[config.mk]
export PLATFORM = sky130hd
export DESIGN_NAME = encoder_period_speed_estimator_top
export DESIGN_NICKNAME = d
export VERILOG_FILES = /design/src/hdl/epse_pkg.sv /design/src/hdl/epse_ram.sv /design/src/hdl/epse_datapath.sv /design/src/hdl/epse_ctrl.sv /design/src/hdl/encoder_period_speed_estimator_top.sv
export SDC_FILE = /design/constraint.sdc
export NUM_CORES = 2
export LEC_CHECK = 0
export BUFFER_PORTS_ARGS = -buffer_cell sky130_fd_sc_hd__buf_2
export CAP_MARGIN = 20
export CORE_MARGIN = 8
export CORE_UTILIZATION = 65
export DETAILED_ROUTE_END_ITERATION = 7
export PLACE_DENSITY_LB_ADDON = 0.3
export SYNTH_ARGS = -nofsm -noshare
export SYNTH_HDL_FRONTEND = slang
export SYNTH_HIERARCHICAL = 1
export SYNTH_SLANG_ARGS = --single-unit
[constraint.sdc]
create_clock -name clk -period 8 [get_ports clk]
set_input_delay 0.8 -clock clk [delete_from_list [all_inputs] [get_ports clk]]
set_output_delay 0.8 -clock clk [all_outputs]
set_load 0.01 [all_outputs]
[src/hdl/epse_pkg.sv]
// shared types and constants for the encoder period speed estimator
package epse_pkg;

    localparam int RING_DEPTH_DEF = 10;
    localparam int COUNT_BITS_DEF = 16;

    localparam int IV_W    = 16;
    localparam int CPR_W   = 13;
    localparam int RATE_W  = 24;
    localparam int SPEED_W = 24;
    localparam int Q_FRAC  = 8;
    localparam int CFG_W   = 24;
    localparam int IDX_W   = 1;

    localparam int TWO_PI_NUM = 628318;
    localparam int TWO_PI_DEN = 100000;

    localparam logic [IV_W-1:0]    IV_MAX    = '1;
    localparam logic [SPEED_W-1:0] SPEED_MAX = '1;

    localparam logic [CPR_W-1:0]  CPR_RESET  = CPR_W'(200);
    localparam logic [RATE_W-1:0] RATE_RESET = RATE_W'(4000000);

    localparam logic [IDX_W-1:0] CFG_PULSES_PER_REV = 1'b0;
    localparam logic [IDX_W-1:0] CFG_TICK_RATE_HZ   = 1'b1;

    typedef struct packed {
        logic accept;
        logic upd_ring;
        logic mul_a;
        logic mul_b;
        logic div_init;
        logic div_step;
        logic load_out;
    } dp_cmd_t;

    typedef struct packed {
        logic capture;
        logic div_last;
        logic out_free;
    } dp_status_t;

endpackage

[src/hdl/epse_ram.sv]
// generic single write port ram with registered read
module epse_ram #(
    parameter int WIDTH = 16,
    parameter int DEPTH = 10
) (
    input  logic                                   clk,
    input  logic                                   we,
    input  logic [(DEPTH > 1 ? $clog2(DEPTH) : 1)-1:0] waddr,
    input  logic [WIDTH-1:0]                       wdata,
    input  logic                                   re,
    input  logic [(DEPTH > 1 ? $clog2(DEPTH) : 1)-1:0] raddr,
    output logic [WIDTH-1:0]                       rdata
);

    logic [WIDTH-1:0] mem_reg [DEPTH];

    always_ff @(posedge clk)
    begin
        if (we)
        begin
            mem_reg[waddr] <= wdata;
        end
        if (re)
        begin
            rdata <= mem_reg[raddr];
        end
    end

endmodule

[src/hdl/epse_datapath.sv]
// interval counter, ring with running sum, multipliers and serial divider
module epse_datapath
    import epse_pkg::*;
#(
    parameter int RING_DEPTH = RING_DEPTH_DEF,
    parameter int COUNT_BITS = COUNT_BITS_DEF
) (
    input  logic                clk,
    input  logic                rst_n,
    input  dp_cmd_t             cmd,
    output dp_status_t          status,
    input  logic [CPR_W-1:0]    pulses_per_rev,
    input  logic [RATE_W-1:0]   tick_rate_hz,
    input  logic                edge_req,
    input  logic                out_stall,
    output logic                out_valid,
    output logic [IV_W-1:0]     interval_ticks,
    output logic [SPEED_W-1:0]  speed_q8,
    output logic                speed_saturated,
    output logic                wrapped
);

    localparam int PTR_W   = RING_DEPTH > 1 ? $clog2(RING_DEPTH) : 1;
    localparam int SUM_W   = IV_W + $clog2(RING_DEPTH + 1);
    localparam int K_VAL   = TWO_PI_NUM * RING_DEPTH;
    localparam int K_W     = $clog2(K_VAL + 1);
    localparam int PROD_W  = RATE_W + K_W;
    localparam int NUM_W   = PROD_W + Q_FRAC;
    localparam int HI_W    = NUM_W - SPEED_W;
    localparam int P1_W    = CPR_W + SUM_W;
    localparam int DEN_W   = P1_W + $clog2(TWO_PI_DEN + 1);
    localparam int CMP_W   = HI_W > DEN_W ? HI_W : DEN_W;
    localparam int EXT_W   = COUNT_BITS > IV_W ? COUNT_BITS : IV_W;
    localparam int DCNT_W  = $clog2(SPEED_W);

    localparam logic [K_W-1:0]   K_CONST  = K_W'(K_VAL);
    localparam logic [PTR_W-1:0] PTR_LAST = PTR_W'(RING_DEPTH - 1);

    // tick counter state
    logic                  measuring_reg, measuring_next;
    logic [COUNT_BITS-1:0] count_reg, count_next;
    logic                  wrap_reg, wrap_next;
    logic [COUNT_BITS-1:0] cnt_inc;
    logic                  wrap_inc;
    logic [EXT_W-1:0]      cnt_ext;
    logic [IV_W-1:0]       iv_sat;

    // ring
    logic [RING_DEPTH-1:0] valid_reg, valid_next;
    logic [PTR_W-1:0]      pos_reg, pos_next;
    logic [SUM_W-1:0]      sum_reg, sum_next;
    logic [IV_W-1:0]       ram_rdata;
    logic [IV_W-1:0]       old_iv;

    // arithmetic
    logic [NUM_W-1:0]      num_reg;
    logic [P1_W-1:0]       p1_reg;
    logic [DEN_W-1:0]      den_reg;
    logic [DEN_W-1:0]      rem_reg, rem_next;
    logic [SPEED_W-1:0]    low_reg, low_next;
    logic [SPEED_W-1:0]    quo_reg, quo_next;
    logic [DCNT_W-1:0]     dcnt_reg, dcnt_next;
    logic                  sat_reg;
    logic [DEN_W:0]        rem_shift;
    logic [DEN_W:0]        rem_sub;

    // result item
    logic [IV_W-1:0]       iv_reg;
    logic                  cap_wrap_reg;
    logic                  out_valid_reg, out_valid_next;
    logic [IV_W-1:0]       out_iv_reg;
    logic [SPEED_W-1:0]    out_speed_reg;
    logic                  out_sat_reg;
    logic                  out_wrap_reg;

    epse_ram #(
        .WIDTH(IV_W),
        .DEPTH(RING_DEPTH)
    ) u_ring (
        .clk   (clk),
        .we    (cmd.upd_ring),
        .waddr (pos_reg),
        .wdata (iv_reg),
        .re    (cmd.accept),
        .raddr (pos_reg),
        .rdata (ram_rdata)
    );

    assign cnt_inc  = count_reg + COUNT_BITS'(1);
    assign wrap_inc = wrap_reg | (cnt_inc == '0);
    assign cnt_ext  = EXT_W'(cnt_inc);
    assign iv_sat   = (cnt_ext > EXT_W'(IV_MAX)) ? IV_MAX : cnt_ext[IV_W-1:0];
    assign old_iv   = valid_reg[pos_reg] ? ram_rdata : '0;

    assign rem_shift = {rem_reg, low_reg[SPEED_W-1]};
    assign rem_sub   = rem_shift - (DEN_W+1)'(den_reg);

    assign status.capture  = measuring_reg & edge_req;
    assign status.div_last = (dcnt_reg == DCNT_W'(SPEED_W - 1));
    assign status.out_free = ~out_valid_reg | ~out_stall;

    always_comb
    begin
        measuring_next = measuring_reg;
        count_next     = count_reg;
        wrap_next      = wrap_reg;
        if (cmd.accept)
        begin
            if (!measuring_reg)
            begin
                if (edge_req)
                begin
                    count_next     = '0;
                    wrap_next      = 1'b0;
                    measuring_next = 1'b1;
                end
            end
            else
            begin
                count_next = cnt_inc;
                wrap_next  = wrap_inc;
                if (edge_req)
                begin
                    measuring_next = 1'b0;
                end
            end
        end
    end

    always_comb
    begin
        valid_next = valid_reg;
        pos_next   = pos_reg;
        sum_next   = sum_reg;
        if (cmd.upd_ring)
        begin
            valid_next[pos_reg] = 1'b1;
            pos_next = (pos_reg == PTR_LAST) ? '0 : pos_reg + PTR_W'(1);
            sum_next = sum_reg - SUM_W'(old_iv) + SUM_W'(iv_reg);
        end
    end

    always_comb
    begin
        rem_next  = rem_reg;
        low_next  = low_reg;
        quo_next  = quo_reg;
        dcnt_next = dcnt_reg;
        if (cmd.div_init)
        begin
            rem_next  = DEN_W'(CMP_W'(num_reg[NUM_W-1:SPEED_W]));
            low_next  = num_reg[SPEED_W-1:0];
            quo_next  = '0;
            dcnt_next = '0;
        end
        else if (cmd.div_step)
        begin
            low_next  = {low_reg[SPEED_W-2:0], 1'b0};
            dcnt_next = dcnt_reg + DCNT_W'(1);
            if (!rem_sub[DEN_W])
            begin
                rem_next = rem_sub[DEN_W-1:0];
                quo_next = {quo_reg[SPEED_W-2:0], 1'b1};
            end
            else
            begin
                rem_next = rem_shift[DEN_W-1:0];
                quo_next = {quo_reg[SPEED_W-2:0], 1'b0};
            end
        end
    end

    always_comb
    begin
        out_valid_next = out_valid_reg;
        if (out_valid_reg && !out_stall)
        begin
            out_valid_next = 1'b0;
        end
        if (cmd.load_out)
        begin
            out_valid_next = 1'b1;
        end
    end

    always_ff @(posedge clk or negedge rst_n)
    begin
        if (!rst_n)
        begin
            measuring_reg <= 1'b0;
            count_reg     <= '0;
            wrap_reg      <= 1'b0;
            valid_reg     <= '0;
            pos_reg       <= '0;
            sum_reg       <= '0;
            dcnt_reg      <= '0;
            out_valid_reg <= 1'b0;
        end
        else
        begin
            measuring_reg <= measuring_next;
            count_reg     <= count_next;
            wrap_reg      <= wrap_next;
            valid_reg     <= valid_next;
            pos_reg       <= pos_next;
            sum_reg       <= sum_next;
            dcnt_reg      <= dcnt_next;
            out_valid_reg <= out_valid_next;
        end
    end

    always_ff @(posedge clk)
    begin
        if (cmd.accept && status.capture)
        begin
            iv_reg       <= iv_sat;
            cap_wrap_reg <= wrap_inc;
        end
        if (cmd.mul_a)
        begin
            num_reg <= {PROD_W'(tick_rate_hz) * PROD_W'(K_CONST), Q_FRAC'(0)};
            p1_reg  <= P1_W'(pulses_per_rev) * P1_W'(sum_reg);
        end
        if (cmd.mul_b)
        begin
            den_reg <= DEN_W'(p1_reg) * DEN_W'(TWO_PI_DEN);
        end
        if (cmd.div_init)
        begin
            // den of zero covers empty sum and zero pulses_per_rev
            sat_reg <= (CMP_W'(num_reg[NUM_W-1:SPEED_W]) >= CMP_W'(den_reg));
        end
        rem_reg <= rem_next;
        low_reg <= low_next;
        quo_reg <= quo_next;
        if (cmd.load_out)
        begin
            out_iv_reg    <= iv_reg;
            out_speed_reg <= sat_reg ? SPEED_MAX : quo_reg;
            out_sat_reg   <= sat_reg;
            out_wrap_reg  <= cap_wrap_reg;
        end
    end

    assign out_valid       = out_valid_reg;
    assign interval_ticks  = out_iv_reg;
    assign speed_q8        = out_speed_reg;
    assign speed_saturated = out_sat_reg;
    assign wrapped         = out_wrap_reg;

endmodule

[src/hdl/epse_ctrl.sv]
// sequencing controller for item intake, ring update, multiply and divide
module epse_ctrl
    import epse_pkg::*;
(
    input  logic       clk,
    input  logic       rst_n,
    input  logic       in_valid,
    output logic       in_stall,
    output dp_cmd_t    cmd,
    input  dp_status_t status
);

    typedef enum logic [2:0] {
        ST_IDLE,
        ST_RING,
        ST_MUL_A,
        ST_MUL_B,
        ST_CHECK,
        ST_DIV,
        ST_DONE
    } state_t;

    state_t state_reg, state_next;
    logic   accept;

    assign in_stall = (state_reg != ST_IDLE);
    assign accept   = in_valid & ~in_stall;

    always_comb
    begin
        state_next   = state_reg;
        cmd          = '0;
        cmd.accept   = accept;
        unique case (state_reg)
            ST_IDLE:
            begin
                if (accept && status.capture)
                begin
                    state_next = ST_RING;
                end
            end
            ST_RING:
            begin
                cmd.upd_ring = 1'b1;
                state_next   = ST_MUL_A;
            end
            ST_MUL_A:
            begin
                cmd.mul_a  = 1'b1;
                state_next = ST_MUL_B;
            end
            ST_MUL_B:
            begin
                cmd.mul_b  = 1'b1;
                state_next = ST_CHECK;
            end
            ST_CHECK:
            begin
                cmd.div_init = 1'b1;
                state_next   = ST_DIV;
            end
            ST_DIV:
            begin
                cmd.div_step = 1'b1;
                if (status.div_last)
                begin
                    state_next = ST_DONE;
                end
            end
            ST_DONE:
            begin
                if (status.out_free)
                begin
                    cmd.load_out = 1'b1;
                    state_next   = ST_IDLE;
                end
            end
            default:
            begin
                state_next = ST_IDLE;
            end
        endcase
    end

    always_ff @(posedge clk or negedge rst_n)
    begin
        if (!rst_n)
        begin
            state_reg <= ST_IDLE;
        end
        else
        begin
            state_reg <= state_next;
        end
    end

endmodule

[src/hdl/encoder_period_speed_estimator_top.sv]
// top level: configuration registers, controller and datapath
// a tick without a capturing edge leaves the input free; a capturing edge passes
// through ring update, two multiply stages, check, 24-step divider to its result item
// and input is stalled until the result is loaded into the output register
// the divider is restoring; the result waits while a stalled item holds the output
// reset clears counter, ring valid bits, running sum and position; config to defaults
module encoder_period_speed_estimator_top
    import epse_pkg::*;
#(
    parameter int RING_DEPTH = RING_DEPTH_DEF,
    parameter int COUNT_BITS = COUNT_BITS_DEF
) (
    input  logic               clk,
    input  logic               rst_n,
    input  logic               cfg_we,
    input  logic [IDX_W-1:0]   cfg_index,
    input  logic [CFG_W-1:0]   cfg_data,
    input  logic               in_valid,
    output logic               in_stall,
    input  logic               edge_req,
    output logic               out_valid,
    input  logic               out_stall,
    output logic [IV_W-1:0]    interval_ticks,
    output logic [SPEED_W-1:0] speed_q8,
    output logic               speed_saturated,
    output logic               wrapped
);

    logic [CPR_W-1:0]  cpr_reg, cpr_next;
    logic [RATE_W-1:0] rate_reg, rate_next;
    dp_cmd_t           cmd;
    dp_status_t        status;

    always_comb
    begin
        cpr_next  = cpr_reg;
        rate_next = rate_reg;
        if (cfg_we)
        begin
            unique case (cfg_index)
                CFG_PULSES_PER_REV: cpr_next  = cfg_data[CPR_W-1:0];
                CFG_TICK_RATE_HZ:   rate_next = cfg_data[RATE_W-1:0];
                default:            cpr_next  = cpr_reg;
            endcase
        end
    end

    always_ff @(posedge clk or negedge rst_n)
    begin
        if (!rst_n)
        begin
            cpr_reg  <= CPR_RESET;
            rate_reg <= RATE_RESET;
        end
        else
        begin
            cpr_reg  <= cpr_next;
            rate_reg <= rate_next;
        end
    end

    epse_ctrl u_ctrl (
        .clk      (clk),
        .rst_n    (rst_n),
        .in_valid (in_valid),
        .in_stall (in_stall),
        .cmd      (cmd),
        .status   (status)
    );

    epse_datapath #(
        .RING_DEPTH (RING_DEPTH),
        .COUNT_BITS (COUNT_BITS)
    ) u_datapath (
        .clk             (clk),
        .rst_n           (rst_n),
        .cmd             (cmd),
        .status          (status),
        .pulses_per_rev  (cpr_reg),
        .tick_rate_hz    (rate_reg),
        .edge_req        (edge_req),
        .out_stall       (out_stall),
        .out_valid       (out_valid),
        .interval_ticks  (interval_ticks),
        .speed_q8        (speed_q8),
        .speed_saturated (speed_saturated),
        .wrapped         (wrapped)
    );

endmodule

==> impl_metrics.tcl <==
set metrics [dict create \
    status "finished, final reports clean" \
    drive_gt1_share_pct 8.76 \
    max_freq_mhz 133 \
    grt_first_pass_wirelength_microns 182000 \
    cts-resized-gates 0 \
    drtIter0Drc 2025 \
    clockBufferDepth 3 \
    critPathTopFamily "adder cells" \
    drc 0 \
    cp.required_ns 8.38 \
    crit_top_cell "fa_1" \
    drtAntennaViolNets 0 \
    holdBufCountCts 0 \
    dieArea_sq_um 87200 \
    crit_buf_inv 6 \
    core_area_sq_um 77300 \
    antenna_found_initial 3 \
    syn_area_per_cell_sq_um 11.0 \
    cts_root_buf "clkbuf_16" \
    areaGrowthSynthToFinish_pct 6.48 \
    grt_start_max_net_pins 79 \
    avgRoutedWirePerCell_microns 19.6 \
    track_usage_pct 26.3 \
    num_vias 32500 \
    syn_nets 5779 \
    finClkSkew_ns 0.0391 \
    maxCapViolations 0 \
    largest_reg_flops 160 \
    setup_viol 0 \
    wirelength_microns 112000 \
    hold_class "primary input to asynchronous set/reset pin" \
    rsz0062_at_grt "no" \
    clkLatencyLatePin_ns 0.65 \
    slew_headroom_pct 26.1 \
    timing.final.crit_share_pct 94.3 \
    grt_pass1_vias 34000 \
    slowest_delay_ns 0.64 \
    yosys_warnings 6 \
    port_buffers 74 \
    finalMaxSlewViolations 0 \
    avgViaCountPerCell 5.68 \
    initial_core_util_pct 65.5 \
    endpoint_kind "flip-flop" \
    synth_edf_count 404 \
    worstSetupPathType "flip-flop to flip-flop" \
    cts_sinks 545 \
    fp.dieH_microns 295 \
    timing.rr.start "rate_reg[11]" \
    cp_slowest_cell "fa_1" \
    dpl.hpwl_microns 89200 \
    arrival_ns 7.92 \
    hold_violations 0 \
    clk_pin_slew_ns 0.06 \
    cts_tree "yes" \
    cp-start-kind "flip-flop" \
    crit_fanout 7 \
    startpoint "rate_reg[11]" \
    globalRouteOverflowTotal 0 \
    io_pins 75 \
    ys_ff_latch 545 \
    setup_tns_ns 0 \
    synthFlopType "edfxtp_1" \
    place_congestion 0.978 \
    num_rows 102 \
    ys_seq_area_share_pct 30.5 \
    synthesis.area_sq_um 50700 \
    period_minus_slack_ns 7.54 \
    htreeDepth 2 \
    first_pass_iters 5 \
    synth_cell_type_count 100 \
    numCtsBuffers 60 \
    post_cts_buffers 0 \
    worst_slew_pin_slew_ns 1.08 \
    ys_async_sr_fraction_pct 18.0 \
    nNetsFinal 5795 \
    synthCells 4616 \
    die_x_microns 295 \
]
## final timing paths
| kind | endpoint | slack, ns | cells past startpoint |
|---|---|---|---|
| worst max-delay path | u_datapath/num_reg[54] | 0.46 | 25 |
| worst min-delay path | u_datapath/wrap_reg | 0.14 | 1 |
| worst max register to register | u_datapath/num_reg[54] | 0.46 | 25 |
| worst min register to register | u_datapath/wrapped | 0.45 | 0 |
| max in group asynchronous | rate_reg[1] | 6.60 | 2 |
| min in group clk | rate_reg[21] | 0.39 | 2 |
## placed cells by master (no fill, tap or decap), drive strengths merged, types with 29 or more instances in the layout
cell type / instances
xnor2: 127
dfxtp: 43
fa: 602
mux2i: 87
nor2: 154
nor2b: 31
dfrtp: 88
clkbuf: 71
or2: 29
xor2: 59
a21o: 92
nand2: 324
nand4: 34
buf: 101
a21oi: 169
o21ai: 147
nand3: 48
edfxtp: 404
ha: 530
and2: 117
mux2: 123
inv: 907
## routing by layer
layer	vias to the layer above	part of all wire (%)	global-route usage (%)
met5	-	0.012	0
met4	2	2.5	6.78
met3	194	5.2	3.55
met2	815	48	43.9
met1	16300	45	36.6
li1	15300	-	-
## stage by stage
| step | hold WS, ns | worst slack, ns | util [%] | instances | cell area, sq um |
|---|---|---|---|---|---|
| after floorplan | 0.400 | 0.912 | - | 4616 | 50700 |
| after global placement | 0.433 | 0.556 | 67.1 | 5607 | 51900 |
| after detailed placement | 0.414 | 0.481 | 67.1 | 5607 | 51900 |
| after CTS | 0.150 | 0.459 | 69.7 | 5720 | 53900 |
| after global routing | 0.159 | 0.154 | 69.8 | 5723 | 54000 |
| final | 0.138 | 0.458 | 69.8 | 5725 | 54000 |
## worst register-to-register path: cells and delay by family (launching register included)
family / cells / cell delay [ns]
simple gates: 2 / 0.39
compound gates: 8 / 1.76
xor+xnor: 1 / 0.15
fa+ha+maj: 8 / 3.97
flops: 1 / 0.61
buf+inv: 6 / 0.40
## synth_stat cells, types with 20 or more instances
cell      number  area (sq um)
nand3_1       48           240
nor2_1       153           574
nand4_1       34           213
dfxtp_1       43           861
inv_1        899          3370
a21oi_1      165           826
a211oi_1      27           203
and2_1       116           726
mux2i_1       87           871
fa_1         602         12100
nand2_1      323          1210
o21ai_0      133           666
nand2b_1      28           175
xnor2_1      127          1110
nor2b_1       30           188
mux2_4        20           300
a21o_1        91           683
edfxtp_1     404         12100
mux2_2        95          1070
clkbuf_1     104           390
a22o_1        21           184
or2_2         29           181
o21bai_1      26           195
dfrtp_1       88          2200
xor2_1        59           517
o21a_1        28           210
ha_1         530          6630
## final cells by class
type                       instances  area (sq um)
clock buffer                      71          1570
clock inverter                    42           443
inverter                         899          3370
sequential                       545         15500
fill                            5705         23400
antenna                            2          5.00
multi-input combinational       3025         31200
tap                             1040          1300
timing repair buffer             101           613
## kinds of logic after synthesis
family / after synthesis / share of synthesized area, %
muxes: 212 / 4.69
AOI/OAI and AO/OA: 646 / 8.55
adders and majority gates: 1132 / 36.9
and+or+nand+nor: 849 / 8.16
buffers and inverters: 1046 / 8.03
xor gates and xnor gates: 186 / 3.21
DFF: 545 / 30.5
Power is not shown: default switching activity piles up to over one toggle a cycle in this logic, so the estimate is an artifact.
